[src/design/b64d_pkg.sv]
// ----------------------------------------------------------------------------
// b64d_pkg
// Shared types and constants for the base64 stream decoder.
// ----------------------------------------------------------------------------
package b64d_pkg;

    localparam int QUEUE_DEPTH = 4;
    localparam int QPTR_W      = $clog2(QUEUE_DEPTH);
    localparam int QCNT_W      = $clog2(QUEUE_DEPTH + 1);

    // configuration register indexes
    localparam logic [1:0] CFG_CHAR_62 = 2'd0;
    localparam logic [1:0] CFG_CHAR_63 = 2'd1;
    localparam logic [1:0] CFG_PAD     = 2'd2;

    localparam logic [7:0] CHAR_62_RST = 8'd43;
    localparam logic [7:0] CHAR_63_RST = 8'd47;
    localparam logic [7:0] PAD_RST     = 8'd61;

    localparam logic [7:0] WS_TAB   = 8'd9;
    localparam logic [7:0] WS_CR    = 8'd13;
    localparam logic [7:0] WS_SPACE = 8'd32;

    typedef enum logic [1:0] {
        STATUS_OK     = 2'd0,
        STATUS_LENGTH = 2'd1,
        STATUS_BAD    = 2'd2
    } status_t;

    typedef struct packed {
        logic [7:0] char_62;
        logic [7:0] char_63;
        logic [7:0] pad;
    } cfg_t;

    // one queue entry: all results caused by one input item
    typedef struct packed {
        logic [2:0][7:0] bytes;   // bytes[0] goes out first
        logic [1:0]      nbytes;  // 0 means a bare end result
        logic            last;
        status_t         status;
    } entry_t;

    // {found, value}
    function automatic logic [6:0] alpha_lookup(input logic [7:0] c,
                                                input logic [7:0] c62,
                                                input logic [7:0] c63);
        logic [6:0] r;
        begin
            if (c >= 8'd65 && c <= 8'd90) begin
                r = {1'b1, 6'(c - 8'd65)};
            end else if (c >= 8'd97 && c <= 8'd122) begin
                r = {1'b1, 6'(c - 8'd71)};
            end else if (c >= 8'd48 && c <= 8'd57) begin
                r = {1'b1, 6'(c + 8'd4)};
            end else if (c == c62) begin
                r = {1'b1, 6'd62};
            end else if (c == c63) begin
                r = {1'b1, 6'd63};
            end else begin
                r = 7'd0;
            end
            return r;
        end
    endfunction

endpackage

[src/design/b64d_front.sv]
// ----------------------------------------------------------------------------
// b64d_front
// Classifies each character, tracks group and padding state and builds
// one queue entry per item that yields results.
// ----------------------------------------------------------------------------
module b64d_front (
    input  logic              aclk,
    input  logic              aresetn,
    input  logic              cfg_valid,
    input  logic [1:0]        cfg_index,
    input  logic [7:0]        cfg_data,
    input  logic              accept,
    input  logic [7:0]        char_code,
    input  logic              has_char,
    input  logic              end_of_text,
    output logic              push,
    output b64d_pkg::entry_t  push_entry
);

    b64d_pkg::cfg_t cfg_reg;

    logic [17:0] buf_reg, buf_next;
    logic [1:0]  pos_reg, pos_next;
    logic [1:0]  pads_reg, pads_next;
    logic        trail_reg, trail_next;
    logic        err_reg, err_next;

    logic        is_ws;
    logic [6:0]  look;
    logic        pad_err;
    b64d_pkg::entry_t ent;

    always_ff @(posedge aclk) begin
        if (!aresetn) begin
            cfg_reg.char_62 <= b64d_pkg::CHAR_62_RST;
            cfg_reg.char_63 <= b64d_pkg::CHAR_63_RST;
            cfg_reg.pad     <= b64d_pkg::PAD_RST;
        end else if (cfg_valid) begin
            if (cfg_index == b64d_pkg::CFG_CHAR_62) cfg_reg.char_62 <= cfg_data;
            if (cfg_index == b64d_pkg::CFG_CHAR_63) cfg_reg.char_63 <= cfg_data;
            if (cfg_index == b64d_pkg::CFG_PAD)     cfg_reg.pad     <= cfg_data;
        end
    end

    assign is_ws = (char_code >= b64d_pkg::WS_TAB && char_code <= b64d_pkg::WS_CR) ||
                   (char_code == b64d_pkg::WS_SPACE);
    assign look  = b64d_pkg::alpha_lookup(char_code, cfg_reg.char_62, cfg_reg.char_63);

    always_comb begin
        buf_next   = buf_reg;
        pos_next   = pos_reg;
        pads_next  = pads_reg;
        trail_next = trail_reg;
        err_next   = err_reg;
        pad_err    = 1'b0;
        ent        = '0;

        if (has_char) begin
            if (is_ws) begin
                trail_next = 1'b1;
            end else if (trail_reg) begin
                err_next = 1'b1;
            end else begin
                pos_next = pos_reg + 2'd1;
                if (char_code == cfg_reg.pad) begin
                    pad_err   = err_reg || (pos_reg < 2'd2) || (pads_reg >= 2'd2);
                    err_next  = pad_err;
                    pads_next = (pads_reg == 2'd3) ? pads_reg : pads_reg + 2'd1;
                    if (pos_reg == 2'd3 && !pad_err) begin
                        if (pads_next == 2'd2) begin
                            ent.bytes[0] = buf_reg[11:4];
                            ent.nbytes   = 2'd1;
                        end else begin
                            ent.bytes[0] = buf_reg[17:10];
                            ent.bytes[1] = buf_reg[9:2];
                            ent.nbytes   = 2'd2;
                        end
                    end
                end else if (!look[6] || pads_reg != 2'd0) begin
                    err_next = 1'b1;
                end else if (pos_reg == 2'd3) begin
                    if (!err_reg) begin
                        ent.bytes[0] = buf_reg[17:10];
                        ent.bytes[1] = buf_reg[9:2];
                        ent.bytes[2] = {buf_reg[1:0], look[5:0]};
                        ent.nbytes   = 2'd3;
                    end
                    buf_next = '0;
                end else begin
                    buf_next = {buf_reg[11:0], look[5:0]};
                end
            end
        end

        if (end_of_text) begin
            ent.last = 1'b1;
            if (pos_next != 2'd0) begin
                ent.status = b64d_pkg::STATUS_LENGTH;
            end else if (err_next) begin
                ent.status = b64d_pkg::STATUS_BAD;
            end else begin
                ent.status = b64d_pkg::STATUS_OK;
            end
            // start the next text from a clean state
            buf_next   = '0;
            pos_next   = '0;
            pads_next  = '0;
            trail_next = 1'b0;
            err_next   = 1'b0;
        end
    end

    always_ff @(posedge aclk) begin
        if (!aresetn) begin
            buf_reg   <= '0;
            pos_reg   <= '0;
            pads_reg  <= '0;
            trail_reg <= 1'b0;
            err_reg   <= 1'b0;
        end else if (accept) begin
            buf_reg   <= buf_next;
            pos_reg   <= pos_next;
            pads_reg  <= pads_next;
            trail_reg <= trail_next;
            err_reg   <= err_next;
        end
    end

    assign push       = accept && (ent.nbytes != 2'd0 || end_of_text);
    assign push_entry = ent;

endmodule

[src/design/b64d_queue.sv]
// ----------------------------------------------------------------------------
// b64d_queue
// Short entry queue between the front and back parts.
// ----------------------------------------------------------------------------
module b64d_queue (
    input  logic              aclk,
    input  logic              aresetn,
    input  logic              push,
    input  b64d_pkg::entry_t  push_entry,
    output logic              full,
    input  logic              pop,
    output logic              empty,
    output b64d_pkg::entry_t  head
);

    b64d_pkg::entry_t                  slot_reg [b64d_pkg::QUEUE_DEPTH];
    logic [b64d_pkg::QPTR_W-1:0]       wr_reg, rd_reg;
    logic [b64d_pkg::QCNT_W-1:0]       cnt_reg, cnt_next;

    assign full  = (cnt_reg == b64d_pkg::QCNT_W'(b64d_pkg::QUEUE_DEPTH));
    assign empty = (cnt_reg == '0);
    assign head  = slot_reg[rd_reg];

    always_comb begin
        cnt_next = cnt_reg;
        if (push && !pop) cnt_next = cnt_reg + 1'b1;
        if (pop && !push) cnt_next = cnt_reg - 1'b1;
    end

    always_ff @(posedge aclk) begin
        if (!aresetn) begin
            wr_reg  <= '0;
            rd_reg  <= '0;
            cnt_reg <= '0;
        end else begin
            if (push) wr_reg <= wr_reg + 1'b1;
            if (pop)  rd_reg <= rd_reg + 1'b1;
            cnt_reg <= cnt_next;
        end
    end

    always_ff @(posedge aclk) begin
        if (push) slot_reg[wr_reg] <= push_entry;
    end

endmodule

[src/design/b64d_back.sv]
// ----------------------------------------------------------------------------
// b64d_back
// Takes queue entries and sends their results out one transfer at a time.
// ----------------------------------------------------------------------------
module b64d_back (
    input  logic              aclk,
    input  logic              aresetn,
    input  logic              empty,
    input  b64d_pkg::entry_t  head,
    output logic              pop,
    output logic              m_tvalid,
    input  logic              m_tready,
    output logic [7:0]        m_tdata,
    output logic              m_tlast,
    output logic [2:0]        m_tuser
);

    b64d_pkg::entry_t entry_reg;
    logic             busy_reg;
    logic [1:0]       idx_reg;
    logic [1:0]       beats;
    logic             final_beat;
    logic             done;
    logic             has_data;
    logic             is_last;

    assign beats      = (entry_reg.nbytes == 2'd0) ? 2'd1 : entry_reg.nbytes;
    assign final_beat = (idx_reg == beats - 2'd1);
    assign done       = busy_reg && m_tready && final_beat;
    // refill on the final transfer so single-result entries stream every cycle while m_tready is high
    assign pop        = !empty && (!busy_reg || done);

    assign has_data = (entry_reg.nbytes != 2'd0);
    assign is_last  = entry_reg.last && final_beat;

    assign m_tvalid = busy_reg;
    assign m_tdata  = has_data ? entry_reg.bytes[idx_reg] : 8'd0;
    assign m_tlast  = is_last;
    assign m_tuser  = {(is_last ? entry_reg.status : b64d_pkg::STATUS_OK), has_data};

    always_ff @(posedge aclk) begin
        if (!aresetn) begin
            busy_reg <= 1'b0;
            idx_reg  <= '0;
        end else if (pop) begin
            busy_reg <= 1'b1;
            idx_reg  <= '0;
        end else if (done) begin
            busy_reg <= 1'b0;
            idx_reg  <= '0;
        end else if (busy_reg && m_tready) begin
            idx_reg <= idx_reg + 2'd1;
        end
    end

    always_ff @(posedge aclk) begin
        if (pop) entry_reg <= head;
    end

endmodule

[src/design/base64_stream_decoder.sv]
// ----------------------------------------------------------------------------
// base64_stream_decoder
// Streaming base64 decoder with configurable value-62/63 and pad characters.
// ----------------------------------------------------------------------------
// When the output side is idle, the first result of an item passes through a
//   queue write, then an output register load, before it is valid.
// Throughput: one character per cycle while the four-entry queue has room;
//   the output side sends one result per cycle while m_tready is high.
// Reset: synchronous active-low aresetn restores the default alphabet and pad,
//   clears the decode state and empties the queue.
module base64_stream_decoder (
    input  logic       aclk,
    input  logic       aresetn,
    input  logic       cfg_valid,
    output logic       cfg_ready,
    input  logic [1:0] cfg_index,
    input  logic [7:0] cfg_data,
    input  logic       s_tvalid,
    output logic       s_tready,
    input  logic [7:0] s_tdata,   // [7:0] char_code
    input  logic       s_tlast,   // end_of_text
    input  logic       s_tuser,   // [0] has_char
    output logic       m_tvalid,
    input  logic       m_tready,
    output logic [7:0] m_tdata,   // [7:0] data_byte
    output logic       m_tlast,   // last
    output logic [2:0] m_tuser    // [0] has_data, [2:1] status
);

    logic             accept;
    logic             push;
    logic             full;
    logic             pop;
    logic             empty;
    b64d_pkg::entry_t push_entry;
    b64d_pkg::entry_t head;

    assign cfg_ready = 1'b1;
    assign s_tready  = !full;
    assign accept    = s_tvalid && s_tready;

    b64d_front u_front (
        .aclk        (aclk),
        .aresetn     (aresetn),
        .cfg_valid   (cfg_valid),
        .cfg_index   (cfg_index),
        .cfg_data    (cfg_data),
        .accept      (accept),
        .char_code   (s_tdata),
        .has_char    (s_tuser),
        .end_of_text (s_tlast),
        .push        (push),
        .push_entry  (push_entry)
    );

    b64d_queue u_queue (
        .aclk       (aclk),
        .aresetn    (aresetn),
        .push       (push),
        .push_entry (push_entry),
        .full       (full),
        .pop        (pop),
        .empty      (empty),
        .head       (head)
    );

    b64d_back u_back (
        .aclk     (aclk),
        .aresetn  (aresetn),
        .empty    (empty),
        .head     (head),
        .pop      (pop),
        .m_tvalid (m_tvalid),
        .m_tready (m_tready),
        .m_tdata  (m_tdata),
        .m_tlast  (m_tlast),
        .m_tuser  (m_tuser)
    );

endmodule

[config.mk]
export PLATFORM = sky130hd
export DESIGN_NAME = base64_stream_decoder
export DESIGN_NICKNAME = d
export VERILOG_FILES = /design/src/design/b64d_pkg.sv /design/src/design/b64d_front.sv /design/src/design/b64d_queue.sv /design/src/design/b64d_back.sv /design/src/design/base64_stream_decoder.sv
export SDC_FILE = /design/constraint.sdc
export NUM_CORES = 1
export LEC_CHECK = 0
export BUFFER_PORTS_ARGS = -buffer_cell sky130_fd_sc_hd__buf_4
export CORE_UTILIZATION = 55
export DETAILED_ROUTE_END_ITERATION = 8
export PLACE_DENSITY_LB_ADDON = 0.08
export RECOVER_POWER = 50
export SETUP_SLACK_MARGIN = 0.2
export SLEW_MARGIN = 20
export SYNTH_ARGS = -nofsm -noshare
export SYNTH_HDL_FRONTEND = slang
export SYNTH_HIERARCHICAL = 1
export SYNTH_SLANG_ARGS = --single-unit
[constraint.sdc]
create_clock -name aclk -period 3.75 [get_ports aclk]
set_input_delay 0.5625 -clock aclk [delete_from_list [all_inputs] [get_ports aclk]]
set_output_delay 0.5625 -clock aclk [all_outputs]
set_load 0.05 [all_outputs]
### Word-level counts from Yosys, hierarchy flattened

Memories as Yosys holds them, arrays and structs flattened. A register that Yosys moved wholly into a read port is not among the register bits.
Index checks and enable logic that the tools add are counted.

* add/sub/neg operators: 11
* $lt $le $gt $ge: 11
* equal/unequal tests: 15
* mux-type cells: 56
* bitwise logic cells: 1
* reduce and logical (&&, ||, !) cells: 45

Operators by type and width (count)
* 18-bit 2-to-1 mux: 9
* 26-bit 2-to-1 mux: 6
* 7-bit 2-to-1 mux: 5
* 8-bit 2-to-1 mux: 4
* 2-bit 2-to-1 mux: 14
* 8-bit == test: 3
* 2-bit nonzero test: 9
* 8-bit binary-select mux with 2-bit select: 1
* 8-bit by 7-bit >= comparator with 1-bit output, second input constant: 2
* 8-bit by 7-bit <= comparator with 1-bit output, second input constant: 2
* 1-bit logical AND: 13
* 1-bit 2-to-1 mux: 13
* 2-bit by 1-bit adder with 2-bit output, second input constant: 5
* 10-bit 2-to-1 mux: 1
* 3-bit 2-to-1 mux: 3
* 2-bit == test, second input constant: 4
* 8-bit by 6-bit == test with 1-bit output, second input constant: 1
* 8-bit by 4-bit >= comparator with 1-bit output, second input constant: 1
* 8-bit by 6-bit >= comparator with 1-bit output, second input constant: 1
* 8-bit by 4-bit <= comparator with 1-bit output, second input constant: 1
* 8-bit by 6-bit <= comparator with 1-bit output, second input constant: 1
* 2-bit inequality test, second input constant: 4
* 1-bit logical NOT: 7
* 6-bit by 3-bit adder with 6-bit output, second input constant: 1
* 20 further kinds: 28

* register bits: 58
* bits in writable memories: 116
* input port bits: 25
* output and inout port bits: 15
* word-level logic and storage cells: 153
* memories kept: 1

Memory list
* u_queue.slot_reg: words 4, width 29, read ports 1, clocked after Yosys merged registers in 1, wr ports 1, RTL line b64d_queue.sv:16 `b64d_pkg::entry_t slot_reg [b64d_pkg::QUEUE_DEPTH];`

### Depth between registers and ports, before layout

Gate-level depths: netlist of the first run.

* depth in word-level cells: 19
* depth in mapped cells: 16
* mapped depth without buffers: 15

### Cells and area by module

Netlist of the first run, hierarchy kept.

Modules (own cells, without submodules)
* b64d_queue: instances 1, cells each 197, area an instance 4643.2 um2, sequential area each 3663.5 um2
* b64d_front: instances 1, cells each 383, area an instance 3083.0 um2, sequential area each 960.9 um2
* b64d_back: instances 1, cells each 93, area an instance 1357.6 um2, sequential area each 930.9 um2
* base64_stream_decoder: instances 1, cells each 4, area an instance 21.3 um2, sequential area each 0.0 um2

### Least setup slack after synthesis of the first run

OpenSTA, ideal clock, no wires.

* path kind: input port to flip-flop
* from: input s_tdata[0]
* to: memory u_queue/slot_reg[0][0] in the netlist's numbering (enable)
* library setup time: 389 ps
* arrival time: 3389 ps
* data required time: 3361 ps
* path slack: -27 ps
* stages on the path: 10
* path buffers: 1
* cells stage by stage: clkbuf_1 -> inv_1 -> ha_1 -> nand2b_1 -> a211o_1 -> nand3_1 -> a31oi_1 -> o21ai_1 -> a221oi_1 -> and2_1

* longest elaborated chain between the ends: 18
* elaborated cells on any way between the ends: 34
* those cells by class: order compare: 8; eq/ne: 4; mux: 12; reduce/logical: 10

RTL lines
* start: declaration: RTL line base64_stream_decoder.sv:20 `input logic [7:0] s_tdata,`
* branches (longest 11 deep; another with 8-bit by 6-bit >= comparator with 1-bit output)
* 26-bit 2-to-1 mux *: RTL line b64d_front.sv:59 `if (is_ws) begin`
* 26-bit 2-to-1 mux *: RTL line b64d_front.sv:58 `if (has_char) begin`
* 2-bit nonzero test *: RTL line b64d_front.sv:129 `assign push = accept && (ent.nbytes != 2'd0 || end_of_text);`
* 1-bit logical OR *: RTL line b64d_front.sv:129
* 1-bit logical AND *: RTL line b64d_front.sv:129
* via push: RTL line base64_stream_decoder.sv:31 `logic push;`
* 1-bit 2-to-1 mux *: RTL line b64d_queue.sv:43 `if (push) slot_reg[wr_reg] <= push_entry;`
* 1-bit 2-to-1 mux (implied by the code) *: RTL line b64d_queue.sv:43
* end: declaration: RTL line b64d_queue.sv:16

Mark *: on every way through the listed nets, which the timed path passes.

### Worst setup path in the final report of the first run

* from: input s_tdata[0]
* to: register u_queue/cnt_reg[2] in the netlist's numbering

* longest elaborated chain between the ends: 19
* elaborated cells on any way between the ends: 37
* those cells by class: order compare: 8; eq/ne: 4; mux: 11; reduce/logical: 14

RTL lines
* branches (longest 11 deep; another with 8-bit by 6-bit >= comparator with 1-bit output)
* 26-bit 2-to-1 mux *: RTL line b64d_front.sv:59
* 26-bit 2-to-1 mux *: RTL line b64d_front.sv:58
* 2-bit nonzero test *: RTL line b64d_front.sv:129
* 1-bit logical OR *: RTL line b64d_front.sv:129
* 1-bit logical AND *: RTL line b64d_front.sv:129
* via push: RTL line base64_stream_decoder.sv:31
* 1-bit logical NOT: RTL line b64d_queue.sv:27 `if (pop && !push) cnt_next = cnt_reg - 1'b1;`
* 1-bit logical AND: RTL line b64d_queue.sv:27
* 3-bit 2-to-1 mux or 2-bit nonzero test (tied branches)
* end signal: assignment: RTL line b64d_queue.sv:38 `cnt_reg <= cnt_next;`
* end: declaration: RTL line b64d_queue.sv:18 `logic [b64d_pkg::QCNT_W-1:0] cnt_reg, cnt_next;`

Marked as above.
A chain may end at the register's enable or synchronous reset.

==> out/metrics.yaml, run 1 <==
holdCritPathClass: "in -> reg"
cts_hold_repair.buffers: 0
power.clock.fraction_pct: 30.0
synth_area_per_cell_um2: 13.4
synth_enable_flop_cells: 145
critical_path_class: "in -> reg"
area_of_the_die_um2: 17100
place.detailed.hpwl_um: 11700
first_global_vias: 5453
vertical_die_dimension_um: 131
crit_slowest_cell: "a211oi_1"
layout_commonest_cell: "edfxtp_1"
grt_overflow_total: 0
power_per_cell_area_nw_per_um2: 612
area_growth_pct: 11.7
crit_arrival_ns: 3.72
drt-wirelength-per-cell_um: 18.7
timing_hold_violations_final: 0
ctsLongestPathBuffers: 3
min_period_over_period_pct: 88.3
grt_usage_pct: 22.0
grt_pass1_wl_um: 28500
pin_count: 40
design_area_um2: 10200
p_switching_mw: 1.83
clk_root_buffer_cell: "clkbuf_16"
cts-buffers-inserted: 21
tritoncts: "yes"
clk_transition_reported_paths_ns: 0.06
slowest_delay_ns: 0.41
power_frac_seq_pct: 47.7
design_power_total_mw: 6.23
crit_path_start_kind: "primary input"
post_cts_resize_count: 0
dpl-instance-area_um2: 9640
run_status: "finished, violations left"
die_w_um: 131
finalCriticalPeriod_ns: 3.31
yosys_register_bits: 205
worst_skew_pair.late_latency_ns: 0.49
io_buffer_count: 38
cellLeakagePower_nw: 3.54
cts_setup_buffers: 0
report.final.slew_viol_count: 32
asyncSetResetFlopFracSynth_pct: 0
path_delay_family: "compound AO/OA/AOI/OAI gates"
cell_chain_critical_path: "buf_4, inv_1, ha_1, nor3b_1, or4_1, a211oi_1, nor3b_1, o21ai_0, a221oi_2, inv_1, ha_1, inv_1, fa_1, xor2_1, or3_1, a21boi_0"
worst_setup_path_end_kind: "flip-flop"
synth_warnings: 6
fmax_mhz: 302
crit_path_frequent_cell: "inv_1"
drt-total-wl_um: 17700
critical_path.startpoint: "s_tdata[0]"
antenna_found_initial: 0
diodes: 0
dominantRegCellSynth: "edfxtp_1"
crit_path_max_fanout: 10
timing.clock.skew_ns: 0.0136
rsz0062_at_grt: "no"
vdd_ir_drop_max_mv: 0.404
count_of_endpoints_failing_setup_in_the_final_report: 0
drt_pass1_iterations: 4
post_drt_via_cell_ratio: 5.71
synthesis.nets: 718
largest_register_ffs: 116
h-tree-depth: 1
totalNegativeSetupSlack_ns: 0
timing.critical_path.buf_inv: 4
drive_above_1_share_pct: 15.0
violated_checks: "max-capacitance violations, max-slew violations"
synth_cell_types: 71
drc: 0
origin_of_the_critical_flop_to_flop_path: "u_back/entry_reg[4]"
final_net_count: 760
final_util_pct: 63.6
internal_power_mw: 4.40
power_frac_comb_pct: 22.3
start_util_pct: 56.9
route.vias.total: 5425
max_slew.worst_pin.slew_ns: 1.80
maximum_number_of_pins_on_one_net_before_global_route_repair: 61
slew_headroom_pct: -20.0
maxCapViolations: 1
dr.first_iter.drc_count: 283
critPathRequiredTime_ns: 4.16
postSynthCellCount: 677
fp.coreArea_um2: 16000
layout_common_cells: "edfxtp_1, nand2_1, dfxtp_1"
post_synth_instance_area_um2: 9100
cts.sink_count: 205
postRouteAntennaNets: 0
netSwitchingFraction_pct: 29.3
timing.hold.ws_ns: 0.310
fp-row-count: 46
worst_hold_startpoint: "m_tready"
finalWeightedCongestion: 0.860
seq_area_frac_synth_pct: 61.0
cell usage after synthesis (3+ instances only):
| master | number | area, µm² |
|---|---|---|
| and3_1 | 11 | 68.8 |
| a21oi_1 | 20 | 100 |
| nand4_1 | 3 | 18.8 |
| nor2b_1 | 15 | 93.8 |
| xnor2_1 | 16 | 140 |
| xor2_1 | 18 | 158 |
| mux2i_1 | 19 | 190 |
| mux4_2 | 28 | 631 |
| buf_4 | 4 | 30.0 |
| o21ai_0 | 8 | 40.0 |
| and2_1 | 22 | 138 |
| dfxtp_1 | 60 | 1200 |
| a21boi_1 | 8 | 60.1 |
| buf_6 | 3 | 33.8 |
| a22o_1 | 8 | 70.1 |
| nand3b_1 | 5 | 37.5 |
| a31oi_1 | 6 | 37.5 |
| clkbuf_1 | 12 | 45.0 |
| ha_1 | 15 | 188 |
| a21boi_0 | 14 | 105 |
| nor2_1 | 18 | 67.6 |
| nand2_1 | 75 | 282 |
| inv_1 | 23 | 86.3 |
| nand2b_1 | 3 | 18.8 |
| nand3_1 | 28 | 140 |
| or2_1 | 6 | 37.5 |
| buf_2 | 15 | 75.1 |
| nor3_1 | 5 | 25.0 |
| a41oi_1 | 3 | 26.3 |
| edfxtp_1 | 145 | 4350 |
| nor3b_1 | 4 | 30.0 |
| o31ai_1 | 3 | 22.5 |
| a22oi_1 | 5 | 37.5 |
path summary, 6_finish.rpt:
kind | endpoint | slack, ns | cells after the start
max | u_queue/cnt_reg[2] | 0.44 | 16
min | u_back/m_tvalid | 0.31 | 2
max reg2reg | flip-flop | 0.57 | 6
min reg2reg | u_front/buf_reg[13] | 0.45 | 2
through the flow:
step / instances / setup WS (ns)
finish: 950 / 0.440
global route: 950 / 0.185
CTS: 950 / 0.591
detailed placement: 912 / 0.0838
global placement: 912 / 0.186
floorplan: 677 / 0.222
metal layers:
| layer | GRT usage (%) | routed length, µm |
|---|---|---|
| met5 | 0 | 0 |
| met4 | 5.88 | 230 |
| met3 | 2.61 | 738 |
| met2 | 38.7 | 8840 |
| met1 | 29.0 | 7920 |
power by group through the flow:
stage               combinational, mW  sequential (mW)  clock, mW
finish                           1.39             2.97       1.87
floorplan                        1.15             2.90          0
global placement                 1.41             3.01          0
detailed placement               1.44             3.02          0
global route                     1.50             3.01       2.00
CTS                              1.45             2.97       1.91
kinds of logic (layout without fill, tap and decap cells):
kind of cell,count (synthesis),count (layout),share of synthesized area [%]
mux,49,49,9.43
simple gates,216,216,12.8
xor+xnor,35,35,3.45
other cells,1,1,0.0412
buf+inv,60,117,3.45
fa+ha+maj,16,16,2.28
compound gates,95,95,7.57
flops,205,205,61.0
area by class of cell:
type	count	area (µm²)
sequential	205	5560
fill	1276	5830
inverter	23	86.3
clock inverter	2	12.5
tap	216	270
clock buffer	36	602
timing repair buffer	56	414
multi-input combinational	412	3230
(Power assumes the default switching activity.)
==> run 2, diff against run 1 <==
ABC_AREA = 1   (was default)
CORE_UTILIZATION = 56   (was 55)
==> run 2 against run 1 <==
The flow now finishes without violations. Maximum frequency is 2.2% higher. Clock skew is 0.00085 ns higher. Critical endpoint unchanged. Clock power is 20% higher. Die area is 2.8% higher. Largest cell class unchanged. Final area is 4.7% higher. Core utilization is 0.65 points higher. Sequential share of layout area is 2.4 points lower. First-iteration DRC count is 90% higher. Power is 12% higher. Global-route usage is 1.2 points higher. Combinational power is 30% higher. Non-clock buffer count is 4 lower.
==> out/metrics.yaml, run 2 <==
post_drt_via_cell_ratio: 5.41
post_cts_resize_count: 0
drive_above_1_share_pct: 14.6
place.detailed.hpwl_um: 13400
run_status: "finished, final reports clean"
crit_path_start_kind: "primary input"
power_per_cell_area_nw_per_um2: 656
report.final.slew_viol_count: 0
clk_root_buffer_cell: "clkbuf_16"
power.clock.fraction_pct: 32.1
die_w_um: 132
first_global_vias: 6073
max_slew.worst_pin.slew_ns: 1.43
cts-buffers-inserted: 22
netlist.top_cell.by_area: "edfxtp_1"
fp-row-count: 47
timing_hold_violations_final: 0
final_net_count: 1043
synthDominantCellAreaShare_pct: 45.7
start_util_pct: 57.5
area_of_the_die_um2: 17600
h-tree-depth: 1
cellLeakagePower_nw: 4.15
synth_enable_flop_cells: 145
synth_area_per_cell_um2: 9.88
rsz0062_at_grt: "no"
clk_transition_reported_paths_ns: 0.06
asyncSetResetFlopFracSynth_pct: 0
worst_setup_path_end_kind: "flip-flop"
finalWeightedCongestion: 0.917
critical_path_class: "in -> reg"
post_synth_instance_area_um2: 9540
route.vias.total: 6700
vertical_die_dimension_um: 132
largest_register_ffs: 116
pin_count: 40
drt_pass1_iterations: 5
drt-total-wl_um: 20400
tritoncts: "yes"
dominantRegCellSynth: "edfxtp_1"
internal_power_mw: 4.69
power_frac_seq_pct: 42.0
min_period_over_period_pct: 86.3
place_ws_ns: 0.0940
yosys_register_bits: 205
fp.coreArea_um2: 16600
most_frequently_used_cell_type_in_the_post_synthesis_netlist: "nand2_1"
slew_headroom_pct: 4.64
power_frac_comb_pct: 25.9
seq_area_frac_synth_pct: 58.3
synth_cell_types: 46
postRouteAntennaNets: 0
post_synth_main_area_contributors: "edfxtp_1, dfxtp_1, nand2_1"
synthesis.nets: 1006
fmax_mhz: 309
timing.hold.ws_ns: 0.296
dr.first_iter.drc_count: 537
critPathRequiredTime_ns: 4.13
grt_pass1_wl_um: 31900
placed_cells_incl_taps: 1198
finalCriticalPeriod_ns: 3.24
grt_overflow_total: 0
count_of_endpoints_failing_setup_in_the_final_report: 0
maxCapViolations: 0
layout_common_cells: "nand2_1, edfxtp_1, nor2_1"
p_switching_mw: 2.29
vdd_ir_drop_max_mv: 0.601
postSynthCellCount: 965
antenna_found_initial: 0
netSwitchingFraction_pct: 32.8
area_growth_pct: 11.7
grt_usage_pct: 23.2
totalNegativeSetupSlack_ns: 0
synth.top_cells.by_count: "nand2_1, edfxtp_1, nor2_1, o21ai_0, inv_1"
io_buffer_count: 38
design_area_um2: 10700
maximum_number_of_pins_on_one_net_before_global_route_repair: 59
timing.clock.skew_ns: 0.0145
drt-wirelength-per-cell_um: 16.5
holdCritPathClass: "in -> reg"
cts_hold_repair.buffers: 0
crit_arrival_ns: 3.62
crit_path_max_fanout: 13
ctsLongestPathBuffers: 3
diodes: 0
cts_setup_buffers: 0
synth_warnings: 6
layout_commonest_cell: "nand2_1"
dpl-instance-area_um2: 10000
layout_setup_ws_ns: 0.513
count_of_placed_standard_cells_in_the_final_layout_fillers_left_out: 1238
cts.sink_count: 205
drc: 0
worst_skew_pair.late_latency_ns: 0.49
-- run 2: changes by cell type after synthesis, moves of 19 or more --
cell and delta:
o21ai_1 +20, mux4_2 -28, o22ai_2 +19, mux2i_1 -19, o21ai_0 +77, nor2_1 +112
inv_1 +57, and2_1 -22, nand2_1 +79, a21oi_1 +26, nor2_2 +20
-- run 2: final cells by class --
cell class,count,area (µm²)
Multi-Input combinational cell,628,3280
Clock buffer,24,601
Sequential cell,205,5560
Fill cell,1377,5930
Timing Repair Buffer,52,407
Inverter,93,358
Clock inverter,16,173
Tap cell,220,275
-- run 2: layer usage --
layer	wire, µm	global-route usage, %
met5	0	0
met1	9430	33.1
met2	9610	38.2
met4	282	5.94
met3	1090	2.64
-- run 2: path summary, 6_finish.rpt --
path,slack [ns],cells after the start,start,to
setup / recovery,0.51,26,s_tdata[1],u_queue/cnt_reg[2]
hold / removal,0.30,3,cfg_data[4],u_front/cfg_reg[4]
setup reg to reg,0.57,9,u_queue/cnt_reg[2],u_front/buf_reg[6]
hold reg to reg,0.45,1,u_queue/rd_reg[1],flip-flop
-- run 2: per-stage QoR --
stage | total power [mW] | util [%]
2_1_floorplan | 4.35 | -
3_3_place_gp | 4.83 | 60.4
3_5_place_dp | 4.86 | 60.4
4_1_cts | 7.10 | 65.0
5_1_grt | 7.31 | 64.2
6_report | 6.98 | 64.2
-- run 2: critical path, stage by stage --
cell and delay, ns:
buf_4 0.16, inv_1 0.16, ha_1 0.23, inv_1 0.10, nand2_1 0.10, nand4_1 0.11, inv_1 0.11, nor2_4 0.08
nor2_4 0.12, nand3_1 0.13, nand3_1 0.09, nand2_1 0.11, nand3_1 0.12, nand3_1 0.16, nand2_1 0.09, inv_1 0.08
inv_1 0.13, ha_1 0.18, inv_1 0.07, fa_1 0.37, inv_1 0.06, nand2_1 0.06, nand3_1 0.07, nand2_1 0.05
inv_1 0.04, nor2_1 0.03
-- run 2: power by group through the flow --
stage	clock, mW	combinational [mW]	sequential, mW
5_1_grt	2.37	1.98	2.96
3_3_place_gp	0	1.85	2.98
6_report	2.24	1.81	2.93
2_1_floorplan	0	1.40	2.95
4_1_cts	2.28	1.87	2.94
3_5_place_dp	0	1.87	2.99
-- run 2: kinds of logic after synthesis --
logic type / synth area share, %
AND/OR/NAND/NOR: 19.4
flip-flops: 58.3
AO/OA/AOI/OAI: 12.5
buffers and inverters: 6.45
adder cells (fa/ha/maj): 2.18
XOR/XNOR: 1.19
other: 0.0393
==> run 3, diff against run 2 <==
CORE_ASPECT_RATIO = 0.5   (was default)
CTS_CLUSTER_SIZE = 12   (was default)
==> run 3 against run 2 <==
Routed wire length up 4.3%. Via count up 2.1%. Cell count about the same. Register-to-register slack about the same. Die area up 0.18%. Combinational power up 2%. Non-clock buffer count down 2. Critical endpoint unchanged. The run now ends with max-capacitance violations, max-slew violations left. Sequential power about the same. Clock skew down 0.0038 ns. Worst hold slack worse by 0.0048 ns. Final area down 1.5%.
==> out/metrics.yaml, run 3 (synthesis gave the netlist of run 2 again) <==
clk_transition_reported_paths_ns: 0.06
finalWeightedCongestion: 0.908
crit_slowest_cell: "fa_1"
final_net_count: 1040
totalNegativeSetupSlack_ns: 0
max_slew.worst_pin.slew_ns: 1.56
placed_cells_incl_taps: 1203
area_growth_pct: 10.0
power.clock.fraction_pct: 28.0
area_of_the_die_um2: 17600
first_global_vias: 6356
fmax_mhz: 310
dr.first_iter.drc_count: 501
crit_path_max_fanout: 10
cellLeakagePower_nw: 4.06
largest_register_ffs: 116
critical_path_class: "in -> reg"
drt_pass1_iterations: 5
post_cts_resize_count: 0
power_frac_seq_pct: 44.2
tritoncts: "yes"
postRouteAntennaNets: 0
worst_setup_path_end_kind: "flip-flop"
cts-buffers-inserted: 21
start_util_pct: 57.7
fillers: 1394
clk_root_buffer_cell: "clkbuf_16"
p_switching_mw: 2.29
finalCriticalPeriod_ns: 3.23
layout_common_cells: "nand2_1, edfxtp_1, nor2_1"
worst_skew_pair.late_latency_ns: 0.50
run_status: "finished, violations left"
maximum_number_of_pins_on_one_net_before_global_route_repair: 59
place_ws_ns: 0.150
pin_count: 40
drc: 0
grt_overflow_total: 0
timing.clock.skew_ns: 0.0106
vdd_ir_drop_max_mv: 0.597
post_drt_via_cell_ratio: 5.52
path_delay_family: "simple AND/OR/NAND/NOR gates"
grt_usage_pct: 25.0
drt-total-wl_um: 21300
internal_power_mw: 4.37
grt_pass1_wl_um: 33700
slew_headroom_pct: -4.00
drive_above_1_share_pct: 13.5
multi_input_area_um2: 3310
cts_setup_buffers: 0
maxCapViolations: 1
cts.sink_count: 205
drt-wirelength-per-cell_um: 17.2
crit_arrival_ns: 3.66
design_power_total_mw: 6.65
layout_setup_ws_ns: 0.521
count_of_placed_standard_cells_in_the_final_layout_fillers_left_out: 1239
h-tree-depth: 1
fp.coreArea_um2: 16500
antenna_found_initial: 0
layout_commonest_cell: "nand2_1"
holdCritPathClass: "in -> reg"
slowest_delay_ns: 0.38
timing_hold_violations_final: 0
diodes: 0
power_frac_comb_pct: 27.8
route.vias.total: 6841
vertical_die_dimension_um: 94.3
netSwitchingFraction_pct: 34.4
fp-row-count: 33
timing.critical_path.buf_inv: 8
cts_hold_repair.buffers: 0
die_w_um: 187
report.final.slew_viol_count: 31
crit_path_start_kind: "primary input"
rsz0062_at_grt: "no"
violated_checks: "max-capacitance violations, max-slew violations"
place.detailed.hpwl_um: 13800
critPathRequiredTime_ns: 4.18
power_per_cell_area_nw_per_um2: 634
sequential_cell_area_um2: 5560
count_of_endpoints_failing_setup_in_the_final_report: 0
io_buffer_count: 38
min_period_over_period_pct: 86.1
crit_path_frequent_cell: "inv_1"
ctsLongestPathBuffers: 3
run 3: metal layers:
layer	GRT usage [%]	wire length, µm
met1	35.4	9950
met2	40.4	9450
met3	3.85	1450
met4	6.28	438
met5	0	0
run 3: power groups by stage:
| stage | sequential [mW] | clock [mW] | combinational, mW |
|---|---|---|---|
| after floorplan | 2.95 | 0 | 1.40 |
| after global placement | 2.98 | 0 | 1.87 |
| after detailed placement | 2.99 | 0 | 1.90 |
| after CTS | 2.94 | 1.89 | 1.91 |
| after global routing | 2.97 | 1.97 | 2.03 |
| final | 2.94 | 1.87 | 1.85 |
run 3: worst paths after layout:
check	slack, ns	start	to	cells past startpoint
setup / recovery	0.52	s_tdata[0]	u_queue/cnt_reg[2]	25
hold / removal	0.29	cfg_data[3]	u_front/cfg_reg[3]	3
setup reg to reg	0.58	flip-flop	u_back/entry_reg[25]	4
hold reg to reg	0.45	u_queue/rd_reg[1]	u_queue/rd_reg[1]	1
run 3: tightest hold or removal path: stages:
cell and delay [ns]:
buf_4 0.09, nand2_1 0.05, nand3_1 0.05
run 3: area by class of cell:
cell class	count	share of cell area [%]
inverters	93	3.41
multi-input cells	628	31.5
clock inverters	2	0.167
well taps	227	2.71
clock buffers	34	5.47
flip-flops and latches	205	53.0
repair buffers	50	3.74
run 3: stage by stage:
stage / utilization (%) / hold slack [ns] / cell area, µm²
6_report: 63.5 / 0.291 / 10500
3_3_place_gp: 60.6 / 0.422 / 10000
5_1_grt: 63.5 / 0.300 / 10500
3_5_place_dp: 60.6 / 0.436 / 10000
2_1_floorplan: - / 0.412 / 9540
4_1_cts: 64.1 / 0.287 / 10600
